===== src/hkrt_pkg.sv =====
package hkrt_pkg;

    localparam int KEYS_DEF   = 64;
    localparam int TRAVEL_TOP = 32;

    localparam int KEY_W  = 6;
    localparam int RAW_W  = 8;
    localparam int LVL_W  = 6;
    localparam int DLT_W  = 8;
    localparam int CFG_AW = 2;
    localparam int CFG_DW = 8;

    // Register indexes on the configuration channel
    localparam logic [CFG_AW-1:0] CFG_RAPID_MODE      = 2'd0;
    localparam logic [CFG_AW-1:0] CFG_ACTUATION_LEVEL = 2'd1;
    localparam logic [CFG_AW-1:0] CFG_PRESS_DELTA     = 2'd2;
    localparam logic [CFG_AW-1:0] CFG_RELEASE_DELTA   = 2'd3;

    localparam logic [LVL_W-1:0] ACT_LEVEL_RST     = 6'd16;
    localparam logic [DLT_W-1:0] PRESS_DELTA_RST   = 8'd4;
    localparam logic [DLT_W-1:0] RELEASE_DELTA_RST = 8'd4;

    // Rising sensor ceilings; the first one not exceeded picks the level
    localparam logic [RAW_W-1:0] CEILINGS [0:TRAVEL_TOP] = '{
        8'd11,  8'd36,  8'd49,  8'd75,  8'd97,  8'd109, 8'd123, 8'd135,
        8'd153, 8'd158, 8'd170, 8'd177, 8'd187, 8'd193, 8'd200, 8'd205,
        8'd210, 8'd213, 8'd218, 8'd222, 8'd226, 8'd230, 8'd235, 8'd238,
        8'd240, 8'd242, 8'd246, 8'd247, 8'd249, 8'd250, 8'd251, 8'd252,
        8'd255
    };

    typedef struct packed {
        logic             down;
        logic [LVL_W-1:0] peak;
        logic [LVL_W-1:0] valley;
    } key_state_t;

    // Compares against the rising ceilings form a thermometer code; its
    // lowest set bit is one-hot and selects the level by a flat OR
    function automatic logic [LVL_W-1:0] to_travel(input logic [RAW_W-1:0] raw);
        logic [TRAVEL_TOP:0] not_above;
        logic [TRAVEL_TOP:0] first;
        logic [LVL_W-1:0]    level;
        level = '0;
        for (int i = 0; i <= TRAVEL_TOP; i++)
        begin
            not_above[i] = (raw <= CEILINGS[i]);
        end
        first = not_above & ~{not_above[TRAVEL_TOP-1:0], 1'b0};
        for (int i = 0; i <= TRAVEL_TOP; i++)
        begin
            if (first[i])
            begin
                level = level | LVL_W'(TRAVEL_TOP - i);
            end
        end
        return level;
    endfunction

endpackage


===== src/hall_key_rapid_trigger.sv =====
// Path: stage 1 registers, then the output register that drives m_tvalid.
// Throughput: one request per cycle unless m_tready stalls; the per-key state
// memory is read once and written once per cycle, last write forwarded to next item.
// Reset: rst_n is asynchronous, active low; it clears the pipeline, the
// configuration and the per-key valid bits at once, so no clearing pass.
module hall_key_rapid_trigger
    import hkrt_pkg::*;
#(
    parameter int KEYS = KEYS_DEF
)
(
    input  logic                clk,
    input  logic                rst_n,

    input  logic                s_tvalid,
    output logic                s_tready,
    input  logic [15:0]         s_tdata,     // [5:0] key, [13:6] raw, [15:14] zero

    output logic                m_tvalid,
    input  logic                m_tready,
    output logic [15:0]         m_tdata,     // [5:0] key_out, [11:6] travel,
                                             // [12] pressed, [15:13] zero

    input  logic                cfg_valid,
    output logic                cfg_ready,
    input  logic [CFG_AW-1:0]   cfg_index,
    input  logic [CFG_DW-1:0]   cfg_data
);

    localparam int IDX_W = (KEYS > 1) ? $clog2(KEYS) : 1;

    // ------------------------------------------------------------------
    // Configuration registers
    // ------------------------------------------------------------------
    logic             rapid_mode_reg;
    logic [LVL_W-1:0] act_level_reg;
    logic [DLT_W-1:0] press_delta_reg;
    logic [DLT_W-1:0] release_delta_reg;

    assign cfg_ready = 1'b1;

    always_ff @(posedge clk or negedge rst_n)
    begin
        if (!rst_n)
        begin
            rapid_mode_reg    <= 1'b0;
            act_level_reg     <= ACT_LEVEL_RST;
            press_delta_reg   <= PRESS_DELTA_RST;
            release_delta_reg <= RELEASE_DELTA_RST;
        end
        else if (cfg_valid && cfg_ready)
        begin
            unique case (cfg_index)
                CFG_RAPID_MODE:      rapid_mode_reg    <= cfg_data[0];
                CFG_ACTUATION_LEVEL: act_level_reg     <= cfg_data[LVL_W-1:0];
                CFG_PRESS_DELTA:     press_delta_reg   <= cfg_data;
                CFG_RELEASE_DELTA:   release_delta_reg <= cfg_data;
                default:             ;
            endcase
        end
    end

    // ------------------------------------------------------------------
    // Handshake: stage 1 moves on when the output register is free
    // ------------------------------------------------------------------
    logic s1_valid_reg;
    logic out_valid_reg;
    logic out_free;
    logic advance;
    logic accept;

    assign out_free = !out_valid_reg || m_tready;
    assign advance  = s1_valid_reg && out_free;
    assign s_tready = !s1_valid_reg || out_free;
    assign accept   = s_tvalid && s_tready;

    // ------------------------------------------------------------------
    // Input side: unpack, convert the raw byte, look up the key state
    // ------------------------------------------------------------------
    logic [KEY_W-1:0] in_key;
    logic [RAW_W-1:0] in_raw;
    logic [IDX_W-1:0] in_idx;

    assign in_key = s_tdata[KEY_W-1:0];
    assign in_raw = s_tdata[KEY_W+RAW_W-1:KEY_W];
    assign in_idx = IDX_W'(in_key);

    logic [KEY_W-1:0] s1_key_reg;
    logic [LVL_W-1:0] s1_travel_reg;
    logic             s1_in_range_reg;
    logic [IDX_W-1:0] s1_idx_reg;

    always_ff @(posedge clk or negedge rst_n)
    begin
        if (!rst_n)
        begin
            s1_valid_reg <= 1'b0;
        end
        else if (s_tready)
        begin
            s1_valid_reg <= s_tvalid;
        end
    end

    always_ff @(posedge clk)
    begin
        if (accept)
        begin
            s1_key_reg      <= in_key;
            s1_travel_reg   <= to_travel(in_raw);
            s1_in_range_reg <= (32'(in_key) < KEYS);
            s1_idx_reg      <= in_idx;
        end
    end

    // Per-key state memory; entries with a clear valid bit read as reset
    key_state_t mem [KEYS];
    logic       entry_vld_reg [KEYS];
    key_state_t rd_data_reg;
    logic       rd_vld_reg;

    logic       wr_en;
    key_state_t wr_data;

    assign wr_en = advance && s1_in_range_reg;

    always_ff @(posedge clk)
    begin
        if (wr_en)
        begin
            mem[s1_idx_reg] <= wr_data;
        end
        if (accept)
        begin
            rd_data_reg <= mem[in_idx];
        end
    end

    always_ff @(posedge clk or negedge rst_n)
    begin
        if (!rst_n)
        begin
            for (int k = 0; k < KEYS; k++)
            begin
                entry_vld_reg[k] <= 1'b0;
            end
            rd_vld_reg <= 1'b0;
        end
        else
        begin
            if (wr_en)
            begin
                entry_vld_reg[s1_idx_reg] <= 1'b1;
            end
            if (accept)
            begin
                rd_vld_reg <= entry_vld_reg[in_idx];
            end
        end
    end

    // Last write, forwarded when the read at the same edge missed it
    logic             byp_valid_reg;
    logic [IDX_W-1:0] byp_idx_reg;
    key_state_t       byp_data_reg;

    always_ff @(posedge clk or negedge rst_n)
    begin
        if (!rst_n)
        begin
            byp_valid_reg <= 1'b0;
        end
        else if (wr_en)
        begin
            byp_valid_reg <= 1'b1;
        end
    end

    always_ff @(posedge clk)
    begin
        if (wr_en)
        begin
            byp_idx_reg  <= s1_idx_reg;
            byp_data_reg <= wr_data;
        end
    end

    // ------------------------------------------------------------------
    // Stage 1: actuation / rapid-trigger update
    // ------------------------------------------------------------------
    key_state_t       cur;
    logic [LVL_W-1:0] s;
    logic [LVL_W-1:0] pk_new;
    logic [LVL_W-1:0] vl_new;
    logic             first_press;
    logic             repeat_press;
    logic             pressed_now;

    assign s = s1_travel_reg;

    always_comb
    begin
        priority if (byp_valid_reg && byp_idx_reg == s1_idx_reg)
        begin
            cur = byp_data_reg;
        end
        else if (rd_vld_reg)
        begin
            cur = rd_data_reg;
        end
        else
        begin
            cur.down   = 1'b0;
            cur.peak   = '0;
            cur.valley = LVL_W'(TRAVEL_TOP);
        end
    end

    always_comb
    begin
        wr_data      = cur;
        pk_new       = cur.peak;
        vl_new       = cur.valley;
        first_press  = 1'b0;
        repeat_press = 1'b0;
        if (!rapid_mode_reg)
        begin
            wr_data.down   = (s >= act_level_reg);
            wr_data.peak   = s;
            wr_data.valley = s;
        end
        else if (cur.down)
        begin
            // Track the peak; release after falling release_delta below it
            pk_new       = (s > cur.peak) ? s : cur.peak;
            wr_data.peak = pk_new;
            if ((9'(s) + 9'(release_delta_reg)) <= 9'(pk_new))
            begin
                wr_data.down   = 1'b0;
                wr_data.valley = s;
            end
        end
        else
        begin
            // Track the valley; a zero peak, as after reset, uses the absolute level
            vl_new         = (s < cur.valley) ? s : cur.valley;
            wr_data.valley = vl_new;
            first_press    = (cur.peak == '0) && (s >= act_level_reg);
            repeat_press   = (cur.peak != '0)
                             && (9'(s) >= (9'(vl_new) + 9'(press_delta_reg)));
            if (first_press || repeat_press)
            begin
                wr_data.down = 1'b1;
                wr_data.peak = s;
            end
        end
    end

    assign pressed_now = s1_in_range_reg && wr_data.down;

    // ------------------------------------------------------------------
    // Output register
    // ------------------------------------------------------------------
    logic [KEY_W-1:0] out_key_reg;
    logic [LVL_W-1:0] out_travel_reg;
    logic             out_pressed_reg;

    always_ff @(posedge clk or negedge rst_n)
    begin
        if (!rst_n)
        begin
            out_valid_reg <= 1'b0;
        end
        else if (out_free)
        begin
            out_valid_reg <= s1_valid_reg;
        end
    end

    always_ff @(posedge clk)
    begin
        if (advance)
        begin
            out_key_reg     <= s1_key_reg;
            out_travel_reg  <= s;
            out_pressed_reg <= pressed_now;
        end
    end

    assign m_tvalid = out_valid_reg;
    assign m_tdata  = {3'b000, out_pressed_reg, out_travel_reg, out_key_reg};

    // ------------------------------------------------------------------
    // Assertions
    // ------------------------------------------------------------------
    a_travel_range: assert property (@(posedge clk) disable iff (!rst_n)
        m_tvalid |-> (out_travel_reg <= LVL_W'(TRAVEL_TOP)))
        else $error("travel level above top");

    a_advance_shows: assert property (@(posedge clk) disable iff (!rst_n)
        advance |=> m_tvalid)
        else $error("advanced item not presented");

    a_plain_mode: assert property (@(posedge clk) disable iff (!rst_n)
        (m_tvalid && !rapid_mode_reg && (32'(out_key_reg) < KEYS))
        |-> (out_pressed_reg == (out_travel_reg >= act_level_reg)))
        else $error("plain mode pressed flag wrong");

    a_out_of_range: assert property (@(posedge clk) disable iff (!rst_n)
        (m_tvalid && (32'(out_key_reg) >= KEYS)) |-> !out_pressed_reg)
        else $error("key beyond range reported pressed");

endmodule


===== config.mk =====
export PLATFORM = sky130hd
export DESIGN_NAME = hall_key_rapid_trigger
export DESIGN_NICKNAME = d
export VERILOG_FILES = /design/src/hkrt_pkg.sv /design/src/hall_key_rapid_trigger.sv
export SDC_FILE = /design/constraint.sdc
export NUM_CORES = 1
export LEC_CHECK = 0
export BUFFER_PORTS_ARGS = -buffer_cell sky130_fd_sc_hd__buf_2
export CELL_PAD_IN_SITES_DETAIL_PLACEMENT = 0
export CELL_PAD_IN_SITES_GLOBAL_PLACEMENT = 1
export CORE_MARGIN = 2
export CORE_UTILIZATION = 60
export CTS_CLUSTER_DIAMETER = 150
export DETAILED_ROUTE_END_ITERATION = 16
export PLACE_DENSITY_LB_ADDON = 0.1
export REMOVE_ABC_BUFFERS = 1
export SLEW_MARGIN = 10
export SYNTH_ARGS = -nofsm -noshare
export SYNTH_HDL_FRONTEND = slang
export SYNTH_SLANG_ARGS = --single-unit

===== constraint.sdc =====
create_clock -name clk -period 12.76 [get_ports clk]
set_input_delay 0.638 -clock clk [delete_from_list [all_inputs] [get_ports clk]]
set_output_delay 0.638 -clock clk [all_outputs]
set_load 0.01 [all_outputs]

# After elaboration in Yosys (flattened, before gate mapping)
# Memories as Yosys holds them, arrays and structs flattened. A register that Yosys moved wholly into a read port is not among the register bits.
# Index checks and enable logic that the tools add are counted.
[totals]
inputBits = 31
mem_bits_rw = 832
reg_bits = 128
output_inout_bits = 19
n_memories = 1
elab_cells = 250
[op_classes]
add_sub_neg = 2
eq_ne = 8
muxes = 97
reduce_logical = 18
n_bitwise = 5
order_cmp = 40
[mem_list]
columns = ["name", "words", "word_bits", "rd", "rd_clocked_by_memory_dff", "write_ports", "line", "source"]
rows = [
  ["mem", 64, 13, 1, 1, 1, "hall_key_rapid_trigger.sv:117", "key_state_t mem [KEYS];"],
]
[op_table]
columns = ["op", "count"]
rows = [
  ["6-bit 2-to-1 mux", 41],
  ["8-bit less-or-equal comparator (second input constant)", 25],
  ["5-bit 2-to-1 mux", 16],
  ["13-bit 2-to-1 mux", 6],
  ["64-bit bitwise OR", 1],
  ["32-bit bitwise AND", 1],
  ["8-bit by 7-bit less-or-equal comparator with 1-bit output (second input constant)", 4],
  ["4-bit 2-to-1 mux", 8],
  ["8-bit 2-to-1 mux", 4],
  ["32-bit NOT", 1],
  ["7-bit 2-to-1 mux", 3],
  ["6-bit by 8-bit adder with 9-bit output", 2],
  ["8-bit by 6-bit less-or-equal comparator with 1-bit output (second input constant)", 2],
  ["7-bit greater-or-equal comparator (second input constant)", 2],
  ["6-bit NOT with 7-bit output", 2],
  ["3-bit 2-to-1 mux", 4],
  ["1-bit 2-to-1 mux", 11],
  ["6-bit by 9-bit greater-or-equal comparator with 1-bit output", 1],
  ["9-bit by 6-bit less-or-equal comparator with 1-bit output", 1],
  ["8-bit by 4-bit less-or-equal comparator with 1-bit output (second input constant)", 1],
  ["2-bit by 1-bit inequality test with 1-bit output (second input constant)", 4],
  ["2-bit AND reduction", 4],
  ["7-bit by 1-bit < comparator with 1-bit output (second input constant)", 1],
  ["1-bit binary-select mux with 6-bit select", 1],
  ["14 further kinds", 24],
]

# Logic depth before layout (Yosys ltp)
[logic_depth]
depth_word = 68
ltp_mapped = 27

# Least setup slack after synthesis
# OpenSTA, ideal clock, no wires.
[synth_timing]
kind = "register to register"
from = "register s1_idx_reg[3]"
to = "register byp_data_reg[8] (netlist bit), data pin"
path_slack_ps = 5433
stages_incl_launch_ff = 27
period_less_slack_ps = 7327
setup_ps = 547
arrival_time_ps = 6780
path_cell_list = "edfxtp_1 -> buf_2 -> xnor2_1 -> and4_1 -> buf_2 -> nand2_1 -> and3_1 -> a21oi_1 -> ha_1 -> inv_1 -> a41oi_1 -> a22oi_2 -> nor4_4 -> nor4_4 -> mux2_2 -> ha_1 -> a21o_1 -> a21oi_1 -> o21bai_1 -> a21oi_1 -> xor2_1 -> ha_1 -> a21o_1 -> a31o_2 -> a41o_1 -> clkbuf_1 -> o211ai_1"
[synth_rtl]
columns = ["item", "line", "source"]
rows = [
  ["start, declared", "hall_key_rapid_trigger.sv:91", "logic [IDX_W-1:0] s1_idx_reg;"],
  ["start signal, assigned", "hall_key_rapid_trigger.sv:112", "s1_idx_reg <= in_idx;"],
  ["end signal, assigned", "hall_key_rapid_trigger.sv:184", "byp_data_reg <= wr_data;"],
  ["end, declared", "hall_key_rapid_trigger.sv:165", "key_state_t byp_data_reg;"],
]

==> flow_summary.ini <==
[cts]
cts_buffer_depth = 3
cts_tree = done
clock_sinks = 973
post_cts_resized = 0
cts-root-buf = clkbuf_16
clock_latency_ns = 0.65
clkTransAtPathRegs_ns = 0.06
cts_setup_buffers = 0
htreeDepth = 3
cts_hold_buf = 1
cts_buffers = 97

[global_route]
overflow = 0
grt_start_max_net_pins = 137
grt_use_total_pct = 26.26
grt_pass1_vias = 19693
grt_first_pass_wirelength_um = 128800
antenna_found_initial = 0

[power]
ir_worst_vdd_v = 0.0001151
share_seq_of_total_power_pct = 51.3
p_per_area_nw_per_um2 = 171.2
p_total_w = 0.007546
intPower_w = 0.005715
p_comb_share_pct = 12.5
leakage_nw = 14.61
clkPwrFrac_pct = 36.2
p_switching_w = 0.001831
sw_frac_of_total_pct = 24.27

[timing]
setup_tns_ns = 0
fmax_ghz = 0.1369
finalHoldViolations = 0
setup_violations = 0
max_slew_margin_pct = 18.86
finalClockSkew_ns = 0.02807
final_max_slew_viol_count = 0
tightest_slew_ns = 1.204
finalCriticalPeriod_ns = 7.305
rsz0062_at_grt = no
period_share_pct = 57.25

[hold_path]
min-delay-start = s_tvalid
hold_depth = 2
hp-class = in -> reg
hold_end = s1_valid_reg

[logic_synthesis]
synth_edf_count = 882
avgSynthCellArea_um2 = 20.41
ys_seq_area_share_pct = 72.67
synth_warnings = 0
synthCells = 1939
synth-seq-cells = 973
synth_cell_types = 75
syn-cell-area_um2 = 39580
synth-adder-area-share_pct = 1.384
ys_async_sr_fraction_pct = 9.353
synth_top_family_by_area = multiplexers
synthFlopType = edfxtp_1
yosys.area_share.simple_pct = 3.818
synth-compound-area-share_pct = 2.595
synth-xor-area-share_pct = 0.3098
yosys-mux-area-fraction_pct = 17.82

[detailed_routing]
vias = 19337
first_pass_iters = 6
postRouteAntennaNets = 0
wl_per_cell_um = 29.07
drtIter0Drc = 1909
viasPerCell = 6.498
totalWireLength_um = 86520
drc = 0

[cells_and_area]
fillCellCount = 4138
area_growth_pct = 11.32
multiInputGateArea_um2 = 10420
register_area_um2 = 28770
largest_reg_flops = 832
num-nets-final = 2103
drive_gt1_share_pct = 32.21
final_cells = 2976

[critical_path]
path_cells = xnor2_1 > and4_1 > nand2_1 > and3_1 > a21oi_1 > ha_1 > inv_1 > a41oi_1 > a22oi_2 > nor4_4 > nor4_4 > mux2i_1 > ha_1 > a21o_1 > a21oi_1 > o21bai_1 > a21oi_1 > xor2_1 > ha_1 > a21o_1 > a31o_2 > a41o_1 > o211ai_1 > buf_4
crit_slowest_cell = buf_4
worst_r2r_path_depth = 24
crit_arrival_ns = 7.63
rr_startpoint = s1_idx_reg[3]
cp_max_fo = 65
cp-end-kind = register
critPathRequiredTime_ns = 13.08
cpPeakStageDelay_ns = 0.61
r2r_slack_ns = 5.46
cp_top_family = compound AO/OA/AOI/OAI gates
cp_num_buf_inv = 2
timing.rr.end = mem[31][8]
startpoint_type = register
crit_type = reg -> reg

[floorplan]
row_count = 94
coreArea_um2 = 65510
die_x_um = 260.9
dieArea_um2 = 68040
io_pins = 50
initial_core_util_pct = 60.42
die_h_um = 260.9

[status]
status = complete, no violations

[placed_design]
portBuffers = 43
place_hpwl_um = 50080
numPlacedInstances = 2795
routabilityCongestion = 0.8682

[run]
cap_violations = 0
## how the worst max path moves through the flow
stage | slack, ns | endpoint | start | cells after the start
after floorplan | 5.37 | byp_data_reg[10] | s1_idx_reg[3] | 23
after global placement | 5.63 | mem[62][12] | s1_idx_reg[5] | 23
after detailed placement | 5.30 | mem[62][12] | s1_idx_reg[4] | 23
after CTS | 5.29 | mem[24][12] | s1_idx_reg[4] | 23
after global routing | 4.98 | mem[30][8] | s1_idx_reg[4] | 24
final | 5.46 | mem[31][8] | s1_idx_reg[3] | 24
## synthesized netlist by cell type (3+ instances only)
cell      count  area share, %
or2_2        66            1.0
o21a_1        4          0.076
clkbuf_1     52           0.49
nor2b_1       9           0.14
mux4_2      294             17
xor2_1        3          0.066
nand2b_1      7           0.11
mux2i_1       5           0.13
mux2_2       33           0.94
nand2_1      45           0.43
dfstp_2       3           0.20
nor3_1        9           0.11
nor4_1        4          0.063
nand3_1      21           0.27
buf_2        25           0.32
ha_1         39            1.2
a311oi_1      8           0.18
nand3b_1      7           0.13
o21ai_0      35           0.44
a21o_1        9           0.17
nor2_1       98           0.93
xnor2_1      11           0.24
a21oi_1      33           0.42
a211oi_1     10           0.19
o211ai_1     12           0.23
buf_1        15           0.14
edfxtp_1    882             67
a221oi_1      3          0.066
inv_1        25           0.24
and3_1        8           0.13
or3_1         5          0.079
nand4_1       4          0.063
dfrtp_1      88            5.6
o31ai_1       4          0.076
a31oi_1       5          0.079
buf_4         7           0.13
## metal layers
layer / track usage [%] / up-vias / wire (µm)
li1: - / 8181 / -
met1: 38.11 / 10329 / 35600
met2: 42.56 / 693 / 43270
met3: 3.953 / 134 / 5760
met4: 7.159 / 0 / 1900
met5: 0 / - / 0
## logic make-up (layout without fill, tap and decap cells)
logic type,count (synthesis),in the layout
DFF,973,973
muxes,333,333
and+or+nand+nor,296,296
AOI/OAI and AO/OA,152,152
buffers and inverters,126,296
adders and majority gates,43,43
xor gates and xnor gates,14,14
other,2,5
## metrics by stage
step / hold WS, ns / util, % / setup slack (ns) / area [µm²]
after global routing: 0.2211 / 67.26 / 4.977 / 44060
final: 0.2255 / 67.26 / 5.455 / 44060
after CTS: 0.1989 / 67.24 / 5.292 / 44050
after global placement: 0.4459 / 62.51 / 5.629 / 40950
after floorplan: 0.3424 / - / 5.375 / 39140
after detailed placement: 0.4487 / 62.53 / 5.304 / 40960
## cell usage in the layout (no fill, tap or decap), types with 5 or more instances in the layout
master and instances:
nor2_2 37, or2_2 66, mux2_2 31, a21o_1 9, nand3b_1 7, clkinv_1 14, a21oi_1 32, and3_1 8
nor3_1 9, nand2b_1 7, inv_1 25, ha_1 39, nor2b_1 9, nor2_1 62, edfxtp_1 882, bufinv_16 5
a311oi_1 8, buf_2 39, clkbuf_16 100, xnor2_1 11, a31oi_1 5, mux4_2 294, o21ai_0 35, nand3_1 21
dfrtp_1 88, nand2_1 45, clkinv_2 21, o211ai_1 12, clkbuf_8 5, buf_4 49, clkbuf_1 21, or3_1 5
a211oi_1 10
## power groups by stage
stage	Combinational (W)	Clock [W]	Sequential, W
6_report	0.000942	0.00273	0.00387
4_1_cts	0.000943	0.00278	0.00387
5_1_grt	0.00103	0.00289	0.00388
2_1_floorplan	0.000580	0	0.00394
3_3_place_gp	0.000897	0	0.00393
3_5_place_dp	0.000940	0	0.00394
## cell type report
class | count | area share, %
Clock buffer | 126 | 6.014
Inverter | 25 | 0.2130
Antenna cell | 1 | 0.005679
Sequential cell | 973 | 65.28
Multi-Input combinational cell | 842 | 23.65
Clock inverter | 53 | 0.9683
Tap cell | 864 | 2.453
Timing Repair Buffer | 92 | 1.414
## worst register-to-register path, cell delays in order (launching register included)
cell and delay (ns):
edfxtp_1 0.60, xnor2_1 0.28, and4_1 0.52, nand2_1 0.23, and3_1 0.25, a21oi_1 0.34
ha_1 0.31, inv_1 0.06, a41oi_1 0.05, a22oi_2 0.35, nor4_4 0.11, nor4_4 0.45
mux2i_1 0.39, ha_1 0.30, a21o_1 0.16, a21oi_1 0.24, o21bai_1 0.14, a21oi_1 0.19
xor2_1 0.16, ha_1 0.26, a21o_1 0.16, a31o_2 0.20, a41o_1 0.34, o211ai_1 0.26
buf_4 0.61
Power figures use the tool's default switching activity.
